## config.mk

```make
export PLATFORM = sky130hd
export DESIGN_NAME = pipw_front
export DESIGN_NICKNAME = d
export VERILOG_FILES = /design/src/hw/rtl/pipw_pkg.sv /design/src/hw/rtl/pipw_front.sv
export SDC_FILE = /design/constraint.sdc
export NUM_CORES = 1
export LEC_CHECK = 0
export BUFFER_PORTS_ARGS = -buffer_cell sky130_fd_sc_hd__buf_2
export CORE_MARGIN = 2
export CORE_UTILIZATION = 35
export CTS_BUF_LIST = sky130_fd_sc_hd__clkbuf_4
export CTS_CLUSTER_SIZE = 20
export DETAILED_ROUTE_END_ITERATION = 10
export PLACE_DENSITY = 0.75
export SETUP_SLACK_MARGIN = 0.02
export SLEW_MARGIN = 10
export SYNTH_ARGS = -nofsm -noshare
export SYNTH_HDL_FRONTEND = slang
export SYNTH_SLANG_ARGS = --single-unit
```

## constraint.sdc

```tcl
create_clock -name clock -period 2.2 [get_ports clock]
set_clock_uncertainty 0.1 [all_clocks]
set_input_delay 0.33 -clock clock [delete_from_list [all_inputs] [get_ports clock]]
set_output_delay 0.33 -clock clock [all_outputs]
set_load 0.05 [all_outputs]
```

## src/hw/rtl/pipw_pkg.sv

```systemverilog
// ----------------------------------------------------------------------------
// Winding point-in-polygon package
// Coordinate widths, the vertex job that runs from the front end to the back
// end, and the per-edge result carried out of each cross-product lane.
// ----------------------------------------------------------------------------
package pipw_pkg;

   localparam int LAT_BITS       = 28;
   localparam int LON_BITS       = 29;
   localparam int WINDING_BITS   = 14;
   localparam int LAT_DIFF_BITS  = LAT_BITS + 1;
   localparam int LON_DIFF_BITS  = LON_BITS + 1;
   localparam int PROD_BITS      = LAT_DIFF_BITS + LON_DIFF_BITS;
   localparam int CROSS_BITS     = PROD_BITS + 1;
   localparam int QUEUE_DEPTH    = 4;
   localparam int QUEUE_PTR_BITS = $clog2(QUEUE_DEPTH);
   localparam int QUEUE_CNT_BITS = $clog2(QUEUE_DEPTH + 1);

   typedef logic signed [LAT_BITS-1:0]      lat_type;
   typedef logic signed [LON_BITS-1:0]      lon_type;
   typedef logic signed [LAT_DIFF_BITS-1:0] lat_diff_type;
   typedef logic signed [LON_DIFF_BITS-1:0] lon_diff_type;
   typedef logic signed [PROD_BITS-1:0]     prod_type;
   typedef logic signed [CROSS_BITS-1:0]    cross_type;
   typedef logic [WINDING_BITS-1:0]         winding_type;
   typedef logic [QUEUE_PTR_BITS-1:0]       queue_ptr_type;
   typedef logic [QUEUE_CNT_BITS-1:0]       queue_cnt_type;

   typedef struct packed {
      lat_type point_lat;
      lon_type point_lon;
      lat_type prev_lat;
      lon_type prev_lon;
      lat_type vert_lat;
      lon_type vert_lon;
      lat_type start_lat;
      lon_type start_lon;
      logic    first;
      logic    last;
   } job_type;

   typedef struct packed {
      logic hit;
      logic inc;
      logic dec;
   } edge_res_type;

   function automatic winding_type winding_step(edge_res_type r);
      winding_type step;
      step = '0;
      if (r.inc) begin
         step = winding_type'(1);
      end else if (r.dec) begin
         step = '1;
      end
      return step;
   endfunction

endpackage

```

## src/hw/rtl/pipw_front.sv

```systemverilog
// ----------------------------------------------------------------------------
// Winding point-in-polygon front end
// Accepts vertex beats, keeps the query point, the start vertex and the
// previous vertex, and builds one job per beat for the queue.
// ----------------------------------------------------------------------------
module pipw_front (
   input  logic              clock,
   input  logic              reset,
   input  logic              req_valid,
   output logic              req_stall,
   input  pipw_pkg::lat_type req_vertex_lat,
   input  pipw_pkg::lon_type req_vertex_lon,
   input  pipw_pkg::lat_type req_query_lat,
   input  pipw_pkg::lon_type req_query_lon,
   input  logic              req_first_vertex,
   input  logic              req_last_vertex,
   input  logic              q_full,
   output logic              q_push,
   output pipw_pkg::job_type q_job
);
   import pipw_pkg::*;

   lat_type point_lat_ff, point_lat_in;
   lon_type point_lon_ff, point_lon_in;
   lat_type start_lat_ff, start_lat_in;
   lon_type start_lon_ff, start_lon_in;
   lat_type prev_lat_ff;
   lon_type prev_lon_ff;

   assign req_stall = q_full;
   assign q_push    = req_valid && !q_full;

   always_comb begin
      point_lat_in = req_first_vertex ? req_query_lat  : point_lat_ff;
      point_lon_in = req_first_vertex ? req_query_lon  : point_lon_ff;
      start_lat_in = req_first_vertex ? req_vertex_lat : start_lat_ff;
      start_lon_in = req_first_vertex ? req_vertex_lon : start_lon_ff;
   end

   always_comb begin
      q_job.point_lat = point_lat_in;
      q_job.point_lon = point_lon_in;
      q_job.prev_lat  = prev_lat_ff;
      q_job.prev_lon  = prev_lon_ff;
      q_job.vert_lat  = req_vertex_lat;
      q_job.vert_lon  = req_vertex_lon;
      q_job.start_lat = start_lat_in;
      q_job.start_lon = start_lon_in;
      q_job.first     = req_first_vertex;
      q_job.last      = req_last_vertex;
   end

   always_ff @(posedge clock) begin
      if (reset) begin
         point_lat_ff <= '0;
         point_lon_ff <= '0;
         start_lat_ff <= '0;
         start_lon_ff <= '0;
         prev_lat_ff  <= '0;
         prev_lon_ff  <= '0;
      end else if (q_push) begin
         point_lat_ff <= point_lat_in;
         point_lon_ff <= point_lon_in;
         start_lat_ff <= start_lat_in;
         start_lon_ff <= start_lon_in;
         prev_lat_ff  <= req_vertex_lat;
         prev_lon_ff  <= req_vertex_lon;
      end
   end

endmodule

```

==> metrics.txt <==
result of the run completed; crit share post-route between 80 and 90%; Clk Latency, worst-skew pair 0.53 ns; Post-Route Setup TNS 0 ns; post-route cell area 10700 um^2; register area share after synthesis 44.7%; final core utilization 49.3%; Critical Path End q_job[219]; setup slack of the critical path after layout 0.238 ns; buffer cell driving the clock tree root sky130_fd_sc_hd__clkbuf_4; synthesized cell area 7660 um^2; Synth Register Bits around 170; final count of hold timing violations 0; initial core utilization a little over a third; worst hold margin roughly 0.12 ns; transition time of the tightest slew-check pin 0.457 ns; Mapped Avg Cell Area 8.22 um^2; routed wirelength normalized by instance count 15.0 um; depth of the most critical reg-to-reg path 2; half-perimeter wire length after detailed placement 14500 um; area added between synthesis and finish 39.1%; min Tclk post-route 1.96 ns; max incr delay on CP around 0.56 ns; power density normalized to cell area 676 nW/um^2; Yosys Warn Count 0; Longest Clk Path Bufs 2; Final #Nets 1419; type of the most critical hold path input port to register; clock sink count 171; Critical Path Most Common Cell sky130_fd_sc_hd__buf_2; number of max-slew violations in the final report 0; unrepaired setup endpoints after global routing no; Post-Syn Nets about 1100; worst reg2reg endpoint point_lat_ff[25]; list of cells traversed by the critical path dlygate4sd3_1 -> buf_2 -> mux2_2 -> buf_2; deepest level of the CTS H-tree 4; clock transition time at the flip-flop clock pins of the worst setup and hold paths 0.17 ns; routability-driven placement congestion ratio 0.811; leakage power of the design 0.00474 uW; worst setup path class input port to primary output; # rows 54; number of global-route vias before repair 7617; worst slew margin relative to its limit 69.5%; number of buffers inserted by port buffering 349; data arrival time of the worst path 1.53 ns; Routed Antenna Nets 0; CP Capture Type primary output; vertical extent of the die between 150 and 200 um; DIE AREA about 23000 um^2; CP bufs+invs 3; Setup crit start kind input port; CTS resizes 0; gr usage total 19.8%; cells taking the most area after synthesis sky130_fd_sc_hd__dfxtp_1, sky130_fd_sc_hd__mux2_2, sky130_fd_sc_hd__nand2_1; number of max-capacitance violations reported 0; commonest non-fill, non-tap cells in the layout sky130_fd_sc_hd__buf_2, sky130_fd_sc_hd__nand2_1, sky130_fd_sc_hd__a21oi_1, sky130_fd_sc_hd__dfxtp_1; TritonRoute pass-1 iters 5; Synth Instances 931; beginning of the critical path req_query_lat[17]; share of post-route cells with drive strength above 1 39.1%; drt total wl 23800 um; die outline width approximately 150 um; vias per inst 4.85; biggest area consumer among synthesized cells sky130_fd_sc_hd__dfxtp_1; Required @ worst endpoint 1.77 ns; most common cell after layout, fill and taps aside sky130_fd_sc_hd__buf_2; clock tree from TritonCTS yes; worst-case setup slack after placement 0.351 ns; critical register-to-register path startpoint point_lat_ff[25]; standard cell with the maximum stage delay on the critical path sky130_fd_sc_hd__dlygate4sd3_1; family of cells with the greatest summed delay on the critical path buffers and inverters; total number of vias ~7700; residual overflow from global routing 0; initial antenna violation count 1; number of clock buffers inserted by TritonCTS 17; number of design-rule violations left by the first detailed-router iteration 460; final setup fails 0; proportion of netlist area held by the largest area contributor 44.7%; wire length of the first global-routing pass 38100 um; count of different cell masters after synthesis 12; worst voltage drop across the vdd grid 0.000349 V; number of setup buffers added after CTS 0; largest driver fanout on the critical path 2; Floorplan Core Area 21600 um^2; pin count of the biggest net entering global routing between 60 and 70; setup slack, reg-to-reg 1.38 ns; ports placed on the boundary 352; Post-route DRC 0; maximum clock rate 510 MHz; number of stages on the worst setup path 4; placement-stage cell area just over 9000 um^2
[cells by family after synthesis]
| group | count (synthesis) | synth area share, % |
|---|---|---|
| flops | 171 | 44.7 |
| mux | 114 | 16.8 |
| compound gates | 171 | 11.2 |
| simple gates | 345 | 17.1 |
| buf+inv | 130 | 10.3 |
[area by class of cell]
class,instances,area (um^2)
Fill cell,1994,11000
Multi-Input combinational cell,630,3450
Sequential cell,171,3420
Timing Repair Buffer,478,3120
Tap cell,280,350
Clock inverter,15,175
Clock buffer,17,128
Inverter,1,3.75
Antenna cell,1,2.50
[synth_stat cells]
master                     number
sky130_fd_sc_hd__buf_6          1
sky130_fd_sc_hd__nand3b_1       1
sky130_fd_sc_hd__dfxtp_1      171
sky130_fd_sc_hd__a21oi_1      171
sky130_fd_sc_hd__buf_2         33
sky130_fd_sc_hd__nand2b_1       1
sky130_fd_sc_hd__nand2_1      342
sky130_fd_sc_hd__buf_4         67
sky130_fd_sc_hd__mux2_2       114
sky130_fd_sc_hd__and3b_1        1
sky130_fd_sc_hd__clkbuf_1      28
sky130_fd_sc_hd__inv_1          1
[through the flow]
step	total power (uW)	std cells
after global routing	7530	1593
final	7210	1593
after CTS	7270	1592
after floorplan	4770	931
after detailed placement	5180	1446
after global placement	5160	1446
[repair_timing]
action / 4_1_cts / 5_1_grt
setup endpoints to repair: 0 / 0
hold endpoints to repair: 171 / 0
hold buffers: 114 / 0
[how the worst min path moves through the flow]
stage	slack [ns]	endpoint	startpoint	cells after the start
finish	0.12	prev_lon_ff[1]	reset	2
detailed placement	0.34	start_lon_ff[20]	start_lon_ff[20]	2
global placement	0.34	start_lon_ff[19]	start_lon_ff[19]	2
global route	0.06	prev_lon_ff[27]	reset	2
CTS	0.06	start_lon_ff[1]	reset	2
floorplan	0.33	point_lat_ff[0]	point_lat_ff[0]	2
[sequential cells by signal, indices dropped and copies added, names as in the netlist]
register and flops:
point_lat_ff 28, point_lon_ff 29, prev_lat_ff 28, start_lat_ff 28, start_lon_ff 29, prev_lon_ff 29
[routing by layer]
| metal | vias to the layer above | GRT usage [%] | routed length (um) | share of wire (%) |
|---|---|---|---|---|
| li1 | 3720 | - | - | - |
| met1 | 3586 | 22.5 | 9590 | 40 |
| met2 | 356 | 35.5 | 12200 | 51 |
| met3 | 61 | 4.45 | 1320 | 5.5 |
| met4 | 0 | 8.86 | 707 | 3.0 |
| met5 | - | 0 | 0 | 0 |
[power breakdown]
part / leakage [uW] / switching (uW) / internal, uW
clock: 0.000157 / 1280 / 629
combinational: 0.00319 / 1410 / 616
sequential: 0.00139 / 56.3 / 3210
total: 0.00474 / 2750 / 4460
Note: power is estimated with default switching activity, not from simulation.
