### src/hw/rtl/pipw_pkg.sv
// ----------------------------------------------------------------------------
// Winding point-in-polygon package
// Coordinate widths, the vertex job that runs from the front end to the back
// end, and the per-edge result carried out of each cross-product lane.
// ----------------------------------------------------------------------------
package pipw_pkg;

   localparam int LAT_BITS       = 28;
   localparam int LON_BITS       = 29;
   localparam int WINDING_BITS   = 14;
   localparam int LAT_DIFF_BITS  = LAT_BITS + 1;
   localparam int LON_DIFF_BITS  = LON_BITS + 1;
   localparam int PROD_BITS      = LAT_DIFF_BITS + LON_DIFF_BITS;
   localparam int CROSS_BITS     = PROD_BITS + 1;
   localparam int QUEUE_DEPTH    = 4;
   localparam int QUEUE_PTR_BITS = $clog2(QUEUE_DEPTH);
   localparam int QUEUE_CNT_BITS = $clog2(QUEUE_DEPTH + 1);

   typedef logic signed [LAT_BITS-1:0]      lat_type;
   typedef logic signed [LON_BITS-1:0]      lon_type;
   typedef logic signed [LAT_DIFF_BITS-1:0] lat_diff_type;
   typedef logic signed [LON_DIFF_BITS-1:0] lon_diff_type;
   typedef logic signed [PROD_BITS-1:0]     prod_type;
   typedef logic signed [CROSS_BITS-1:0]    cross_type;
   typedef logic [WINDING_BITS-1:0]         winding_type;
   typedef logic [QUEUE_PTR_BITS-1:0]       queue_ptr_type;
   typedef logic [QUEUE_CNT_BITS-1:0]       queue_cnt_type;

   typedef struct packed {
      lat_type point_lat;
      lon_type point_lon;
      lat_type prev_lat;
      lon_type prev_lon;
      lat_type vert_lat;
      lon_type vert_lon;
      lat_type start_lat;
      lon_type start_lon;
      logic    first;
      logic    last;
   } job_type;

   typedef struct packed {
      logic hit;
      logic inc;
      logic dec;
   } edge_res_type;

   function automatic winding_type winding_step(edge_res_type r);
      winding_type step;
      step = '0;
      if (r.inc) begin
         step = winding_type'(1);
      end else if (r.dec) begin
         step = '1;
      end
      return step;
   endfunction

endpackage

### src/hw/rtl/pipw_queue.sv
// ----------------------------------------------------------------------------
// Winding point-in-polygon job queue
// A short first-in first-out queue that decouples the front end from the
// back end.
// ----------------------------------------------------------------------------
module pipw_queue (
   input  logic              clock,
   input  logic              reset,
   input  logic              push,
   input  pipw_pkg::job_type push_job,
   output logic              full,
   input  logic              pop,
   output logic              head_valid,
   output pipw_pkg::job_type head_job
);
   import pipw_pkg::*;

   job_type       entry_ff [QUEUE_DEPTH];
   queue_ptr_type wr_ptr_ff, rd_ptr_ff;
   queue_cnt_type count_ff, count_in;
   logic          do_pop;

   assign full       = (count_ff == queue_cnt_type'(QUEUE_DEPTH));
   assign head_valid = (count_ff != '0);
   assign head_job   = entry_ff[rd_ptr_ff];
   assign do_pop     = pop && head_valid;

   always_comb begin
      count_in = count_ff;
      if (push && !do_pop) begin
         count_in = count_ff + queue_cnt_type'(1);
      end else if (do_pop && !push) begin
         count_in = count_ff - queue_cnt_type'(1);
      end
   end

   always_ff @(posedge clock) begin
      if (reset) begin
         wr_ptr_ff <= '0;
         rd_ptr_ff <= '0;
         count_ff  <= '0;
      end else begin
         count_ff <= count_in;
         if (push) begin
            wr_ptr_ff <= wr_ptr_ff + queue_ptr_type'(1);
         end
         if (do_pop) begin
            rd_ptr_ff <= rd_ptr_ff + queue_ptr_type'(1);
         end
      end
   end

   always_ff @(posedge clock) begin
      if (push) begin
         entry_ff[wr_ptr_ff] <= push_job;
      end
   end

endmodule

### config.mk
export PLATFORM = sky130hd
export DESIGN_NAME = pipw_queue
export DESIGN_NICKNAME = d
export VERILOG_FILES = /design/src/hw/rtl/pipw_pkg.sv /design/src/hw/rtl/pipw_queue.sv
export SDC_FILE = /design/constraint.sdc
export NUM_CORES = 1
export LEC_CHECK = 0
export ABC_AREA = 1
export BUFFER_PORTS_ARGS = -buffer_cell sky130_fd_sc_hd__buf_2
export CAP_MARGIN = 10
export CORE_MARGIN = 2
export CORE_UTILIZATION = 25
export DETAILED_ROUTE_END_ITERATION = 7
export HOLD_SLACK_MARGIN = 0.02
export PLACE_DENSITY = 0.52
export SETUP_SLACK_MARGIN = 0.1
export SLEW_MARGIN = 15
export SYNTH_ARGS = -nofsm -noshare
export SYNTH_HDL_FRONTEND = slang
export SYNTH_SLANG_ARGS = --single-unit
### constraint.sdc
create_clock -name clock -period 7.3 [get_ports clock]
set_clock_uncertainty 0.05 [all_clocks]
set_input_delay 0.365 -clock clock [delete_from_list [all_inputs] [get_ports clock]]
set_output_delay 0.365 -clock clock [all_outputs]
set_load 0.01 [all_outputs]
==> results.yml, run 1 <==
timing:
  rsz0062_at_grt: "no"
  hold_viol_final: 0
  setup_viol: 0
  worstMarginPinSlew_ns: 1.16
  min_period_ns: 3.92
  max_freq_mhz: 255
  slew_headroom_pct: 22.5
  slew_viol_final: 0
  min_period_over_period_pct: 53.7
  setup_tns_ns: 0
  fin_hold_ws_ns: 0.373
placed_design:
  place.gp.congestion: 0.702
  port-buffer-count: 465
  hpwl_um: 45000
floorplan:
  num_rows: 136
  fp.dieH_um: 375
  core_um2: 137000
  die_w_um: 375
  die-area_um2: 141000
  initial_core_util_pct: 25.1
  io_pins: 466
detailed_routing:
  via_count: 21100
  viasPerCell: 4.36
  wl_um: 83500
  drtPass1Iterations: 5
  wl_per_cell_um: 17.3
  drcViolationCount: 0
  drt_iter0_drc: 1345
  ant_nets: 0
cells_and_area:
  final_common_cell: "edfxtp_1"
  drive_above_1_share_pct: 20.8
  fillerInstances: 13500
  nets: 3191
  fin_util_pct: 32.0
  mostFrequentLayoutCells: "edfxtp_1 (920), nor2_1 (466), buf_2 (465)"
  syn_to_final_growth_pct: 27.4
global_routing:
  grt_pass1_wl_um: 125000
  grt_max_degree: 215
  grt_antenna_before_repair: 4
  first_global_vias: 20700
  grt_usage_pct: 11.5
  overflow: 0
critical_path:
  crit_path_start_kind: "flip-flop"
  crit_path_max_fanout: 63
  endpoint_kind: "output pin"
  path_class: "reg2out"
  reg2regPathDepth: 5
  required_ns: 6.88
  arrival_ns: 3.50
clock_network:
  cts_buffers: 99
  cts_setup_buffers: 0
  clk_latency_ns: 0.67
  cts_tree: "yes"
  h-tree-depth: 3
  numClockSinks: 929
  cts_resized: 0
  root_buffer: "clkbuf_16"
  clk_pin_slew_worst_paths_ns: 0.06
  ctsHoldBuffers: 233
  cts_buffer_depth: 3
synth:
  syn_area_um2: 34400
  ys_ff_latch: 929
  synth_nets: 2526
  synth_cells: 2286
  yosys_warnings: 0
  synth_cell_types: 21
  synth_area_per_cell_um2: 15.1
  ys_seq_area_share_pct: 80.8
worst_hold_path:
  whs_path_depth: 2
  hold_path.class: "in2reg"
power_and_ir_drop:
  vdd_drop_max_mv: 0.291
  p_total_uw: 13900
  power_leakage_uw: 0.0150
  cellPowerDensity_nw_per_um2: 317
flow_run:
  cap_violations: 0
run_status:
  status: "completed"
-- cell usage after synthesis (all sizes together) --
cell      n  area share [%]
nor2    466             5.1
xor2      1           0.025
o21ai   463             6.7
nor3      1           0.015
fa        1           0.058
clkbuf   78            0.85
o22ai   230             4.2
a21oi     5           0.073
nand3     3           0.044
dfxtp     9            0.52
edfxtp  920              80
ha        5            0.18
buf      73             1.6
inv      16            0.19
nand2    15            0.16
-- path summary, 6_finish.rpt --
path / start / to / slack, ns
max: flip-flop / head_job[143] / 3.38
min: push_job[222] / entry_ff[2][222]$_DFFE_PP_ / 0.37
max reg2reg: wr_ptr_ff[0]$_SDFFE_PP0P_ / entry_ff[0][103]$_DFFE_PP_ / 4.80
min reg2reg: rd_ptr_ff[1]$_SDFFE_PP0P_ / flip-flop / 0.45
-- sequential cells by signal, indices dropped and copies added, names as in the netlist, named ones only --
register	count
entry_ff	920
count_ff	3
rd_ptr_ff	2
wr_ptr_ff	2
-- stage by stage --
| step | instances | setup WS [ns] | area, um^2 |
|---|---|---|---|
| 5_1_grt | 4834 | 3.12 | 43800 |
| 3_3_place_gp | 4411 | 4.10 | 38400 |
| 4_1_cts | 4831 | 3.23 | 43800 |
| 6_report | 4837 | 3.38 | 43800 |
| 3_5_place_dp | 4411 | 4.05 | 38400 |
| 2_1_floorplan | 2286 | 1.67 | 34400 |
-- power breakdown --
| part | total [uW] | internal, uW | switching [uW] |
|---|---|---|---|
| Clock | 4740 | 2690 | 2050 |
| Sequential | 6190 | 6120 | 69.8 |
| Combinational | 2960 | 974 | 1980 |
-- area by class of cell --
cell class / count / area [um^2] / share of cell area [%]
antenna: 6 / 15.0 / 0.0342
clock buffer: 123 / 2610 / 5.95
clock inverter: 64 / 459 / 1.05
inverter: 16 / 114 / 0.260
multi-input combinational: 1190 / 5700 / 13.0
sequential: 929 / 27800 / 63.4
tap: 1794 / 2240 / 5.12
timing repair buffer: 715 / 4890 / 11.1
-- layer usage --
metal  track usage, %  vias up  routed length (um)  part of all wire [%]
li1                 -    10100                   -                     -
met5                0        -                   0                     0
met4             4.49        0                2380                   2.9
met3             3.08      114                5020                   6.0
met1             14.6    10500               36400                    44
met2             18.6      450               39800                    48
-- logic make-up after synthesis --
logic type                 Yosys count  share of synthesized area (%)
DFF                                929                           80.8
AOI/OAI and AO/OA                  698                           11.0
and+or+nand+nor                    485                           5.30
buffers and inverters              167                           2.65
adders and majority gates            6                          0.240
xor gates and xnor gates             1                         0.0255
-- worst max-delay path: stages, from the launching register on --
cell and delay, ns:
dfxtp_4 0.68, buf_4 0.68, buf_4 0.65, o21ai_0 0.20, o22ai_1 0.28, buf_2 0.19
Note: power is estimated with default switching activity, not from simulation.
==> run 2: changes to the inputs <==
Clock period 7.3 ns to 4 ns, I/O delays scaled along.
==> results.yml, run 2 (same netlist as run 1, synthesis figures left out) <==
cells_and_area:
  fillerInstances: 13400
  top_regs: "entry_ff: 920 flops, count_ff: 3 flops"
  max_flop_register: "entry_ff"
  syn_to_final_growth_pct: 29.7
  largest_reg_flops: 920
  stdcell_count: 4873
  final_common_cell: "edfxtp_1"
  drive_above_1_share_pct: 22.4
  nets: 3230
  mostFrequentLayoutCells: "edfxtp_1 (920), nor2_1 (466), buf_2 (465)"
critical_path:
  rrSetupSlack_ns: 1.69
  r2r_start: "wr_ptr_ff[0]$_SDFFE_PP0P_"
  cpPeakStageDelay_ns: 0.73
  endpoint_kind: "output pin"
  required_ns: 3.75
  slowest_stage: "dfxtp_4"
  arrival_ns: 2.95
  crit_path_max_fanout: 185
  path_class: "reg2out"
  crit_path_start_kind: "flip-flop"
  crit_chain: "inv_16 > buf_4 > o21ai_1 > o22ai_1 > buf_2"
detailed_routing:
  drcViolationCount: 0
  wl_um: 89800
  drtPass1Iterations: 5
  wl_per_cell_um: 18.4
  ant_nets: 0
  drt_iter0_drc: 1294
  via_count: 21400
  viasPerCell: 4.39
flow_run:
  cap_violations: 0
global_routing:
  grt_pass1_wl_um: 134000
  first_global_vias: 21600
  grt_antenna_before_repair: 7
  grt_usage_pct: 12.4
  grt_max_degree: 186
  overflow: 0
clock_network:
  numClockSinks: 929
  clk_latency_ns: 0.68
  cts_buffer_depth: 3
  root_buffer: "clkbuf_16"
  cts_buffers: 100
  cts_tree: "yes"
  cts_setup_buffers: 0
  h-tree-depth: 3
  clk_pin_slew_worst_paths_ns: 0.06
floorplan:
  die-area_um2: 141000
  initial_core_util_pct: 25.1
  io_pins: 466
  core_um2: 137000
  fp.dieH_um: 375
  num_rows: 136
  die_w_um: 375
power_and_ir_drop:
  clkPwrFrac_pct: 36.1
  power_switching_uw: 7660
  switching_share_pct: 29.0
  vdd_drop_max_mv: 0.443
  power_leakage_uw: 0.0153
  p_total_uw: 26400
  cellPowerDensity_nw_per_um2: 592
  seqPwrFrac_pct: 42.9
  p_int_uw: 18700
  combPwrFrac_pct: 21.0
timing:
  worstMarginPinSlew_ns: 0.995
  min_period_over_period_pct: 79.9
  rsz0062_at_grt: "no"
  min_period_ns: 3.20
  slew_viol_final: 0
  final.setup.worst_slack_ns: 0.804
  slew_headroom_pct: 33.7
  hold_viol_final: 0
  max_freq_mhz: 313
  setup_viol: 0
placed_design:
  hpwl_um: 53000
  pre_cts_ws_ns: 1.61
  port-buffer-count: 465
  dpl.cell_count: 4448
  place.gp.congestion: 0.743
worst_hold_path:
  min-delay-start: "push_job[195]"
  hold_path.class: "in2reg"
run_status:
  status: "completed"
## run 2: cell type report
type / instances / area [um^2] / area share, %
tap: 1794 / 2240 / 5.03
clock buffer: 121 / 2580 / 5.78
inverter: 16 / 98.8 / 0.221
antenna: 4 / 10.0 / 0.0224
clock inverter: 66 / 813 / 1.82
sequential: 929 / 27800 / 62.3
timing repair buffer: 753 / 5360 / 12.0
multi-input combinational: 1190 / 5710 / 12.8
## run 2: worst max-delay path: cells and delay by family (launching register included)
family,cells,cell delay [ns]
buffers and inverters,3,0.93
DFF,1,0.73
AOI/OAI and AO/OA,2,0.24
## run 2: path summary, 6_finish.rpt
kind,endpoint,depth (start not counted)
setup reg to reg,entry_ff[2][147]$_DFFE_PP_,5
hold reg to reg,wr_ptr_ff[1]$_SDFFE_PP0P_,2
hold / removal,entry_ff[3][195]$_DFFE_PP_,2
setup / recovery,head_job[100],5
## run 2: per-stage QoR
step	util [%]	setup TNS (ns)	hold WS, ns	area, um^2
after floorplan	-	-435.51	0.219	34400
after global placement	28.4	0	0.366	38900
after detailed placement	28.4	0	0.365	38900
after CTS	32.6	0	0.0949	44600
after global routing	32.6	0	0.142	44600
final	32.6	0	0.190	44600
## run 2: power by group through the flow
stage                     clock (uW)  combinational (uW)  sequential, uW
after global placement             0                5420           11500
final                           9540                5540           11300
after floorplan                    0                3210           11500
after detailed placement           0                5440           11500
after global routing           10200                6100           11400
after CTS                       9820                5660           11300
## run 2: routing by layer
metal	track usage (%)	vias to the layer above	routed length [um]
li1	-	10100	-
met1	15.5	10700	38600
met2	20.7	484	43300
met3	3.15	133	5350
met4	4.82	6	2480
met5	0	-	37
## run 2: what timing repair did
item / CTS / global route
hold endpoints to repair: 929 / 0
resized for setup: 0 / 0
hold buffers: 234 / 0
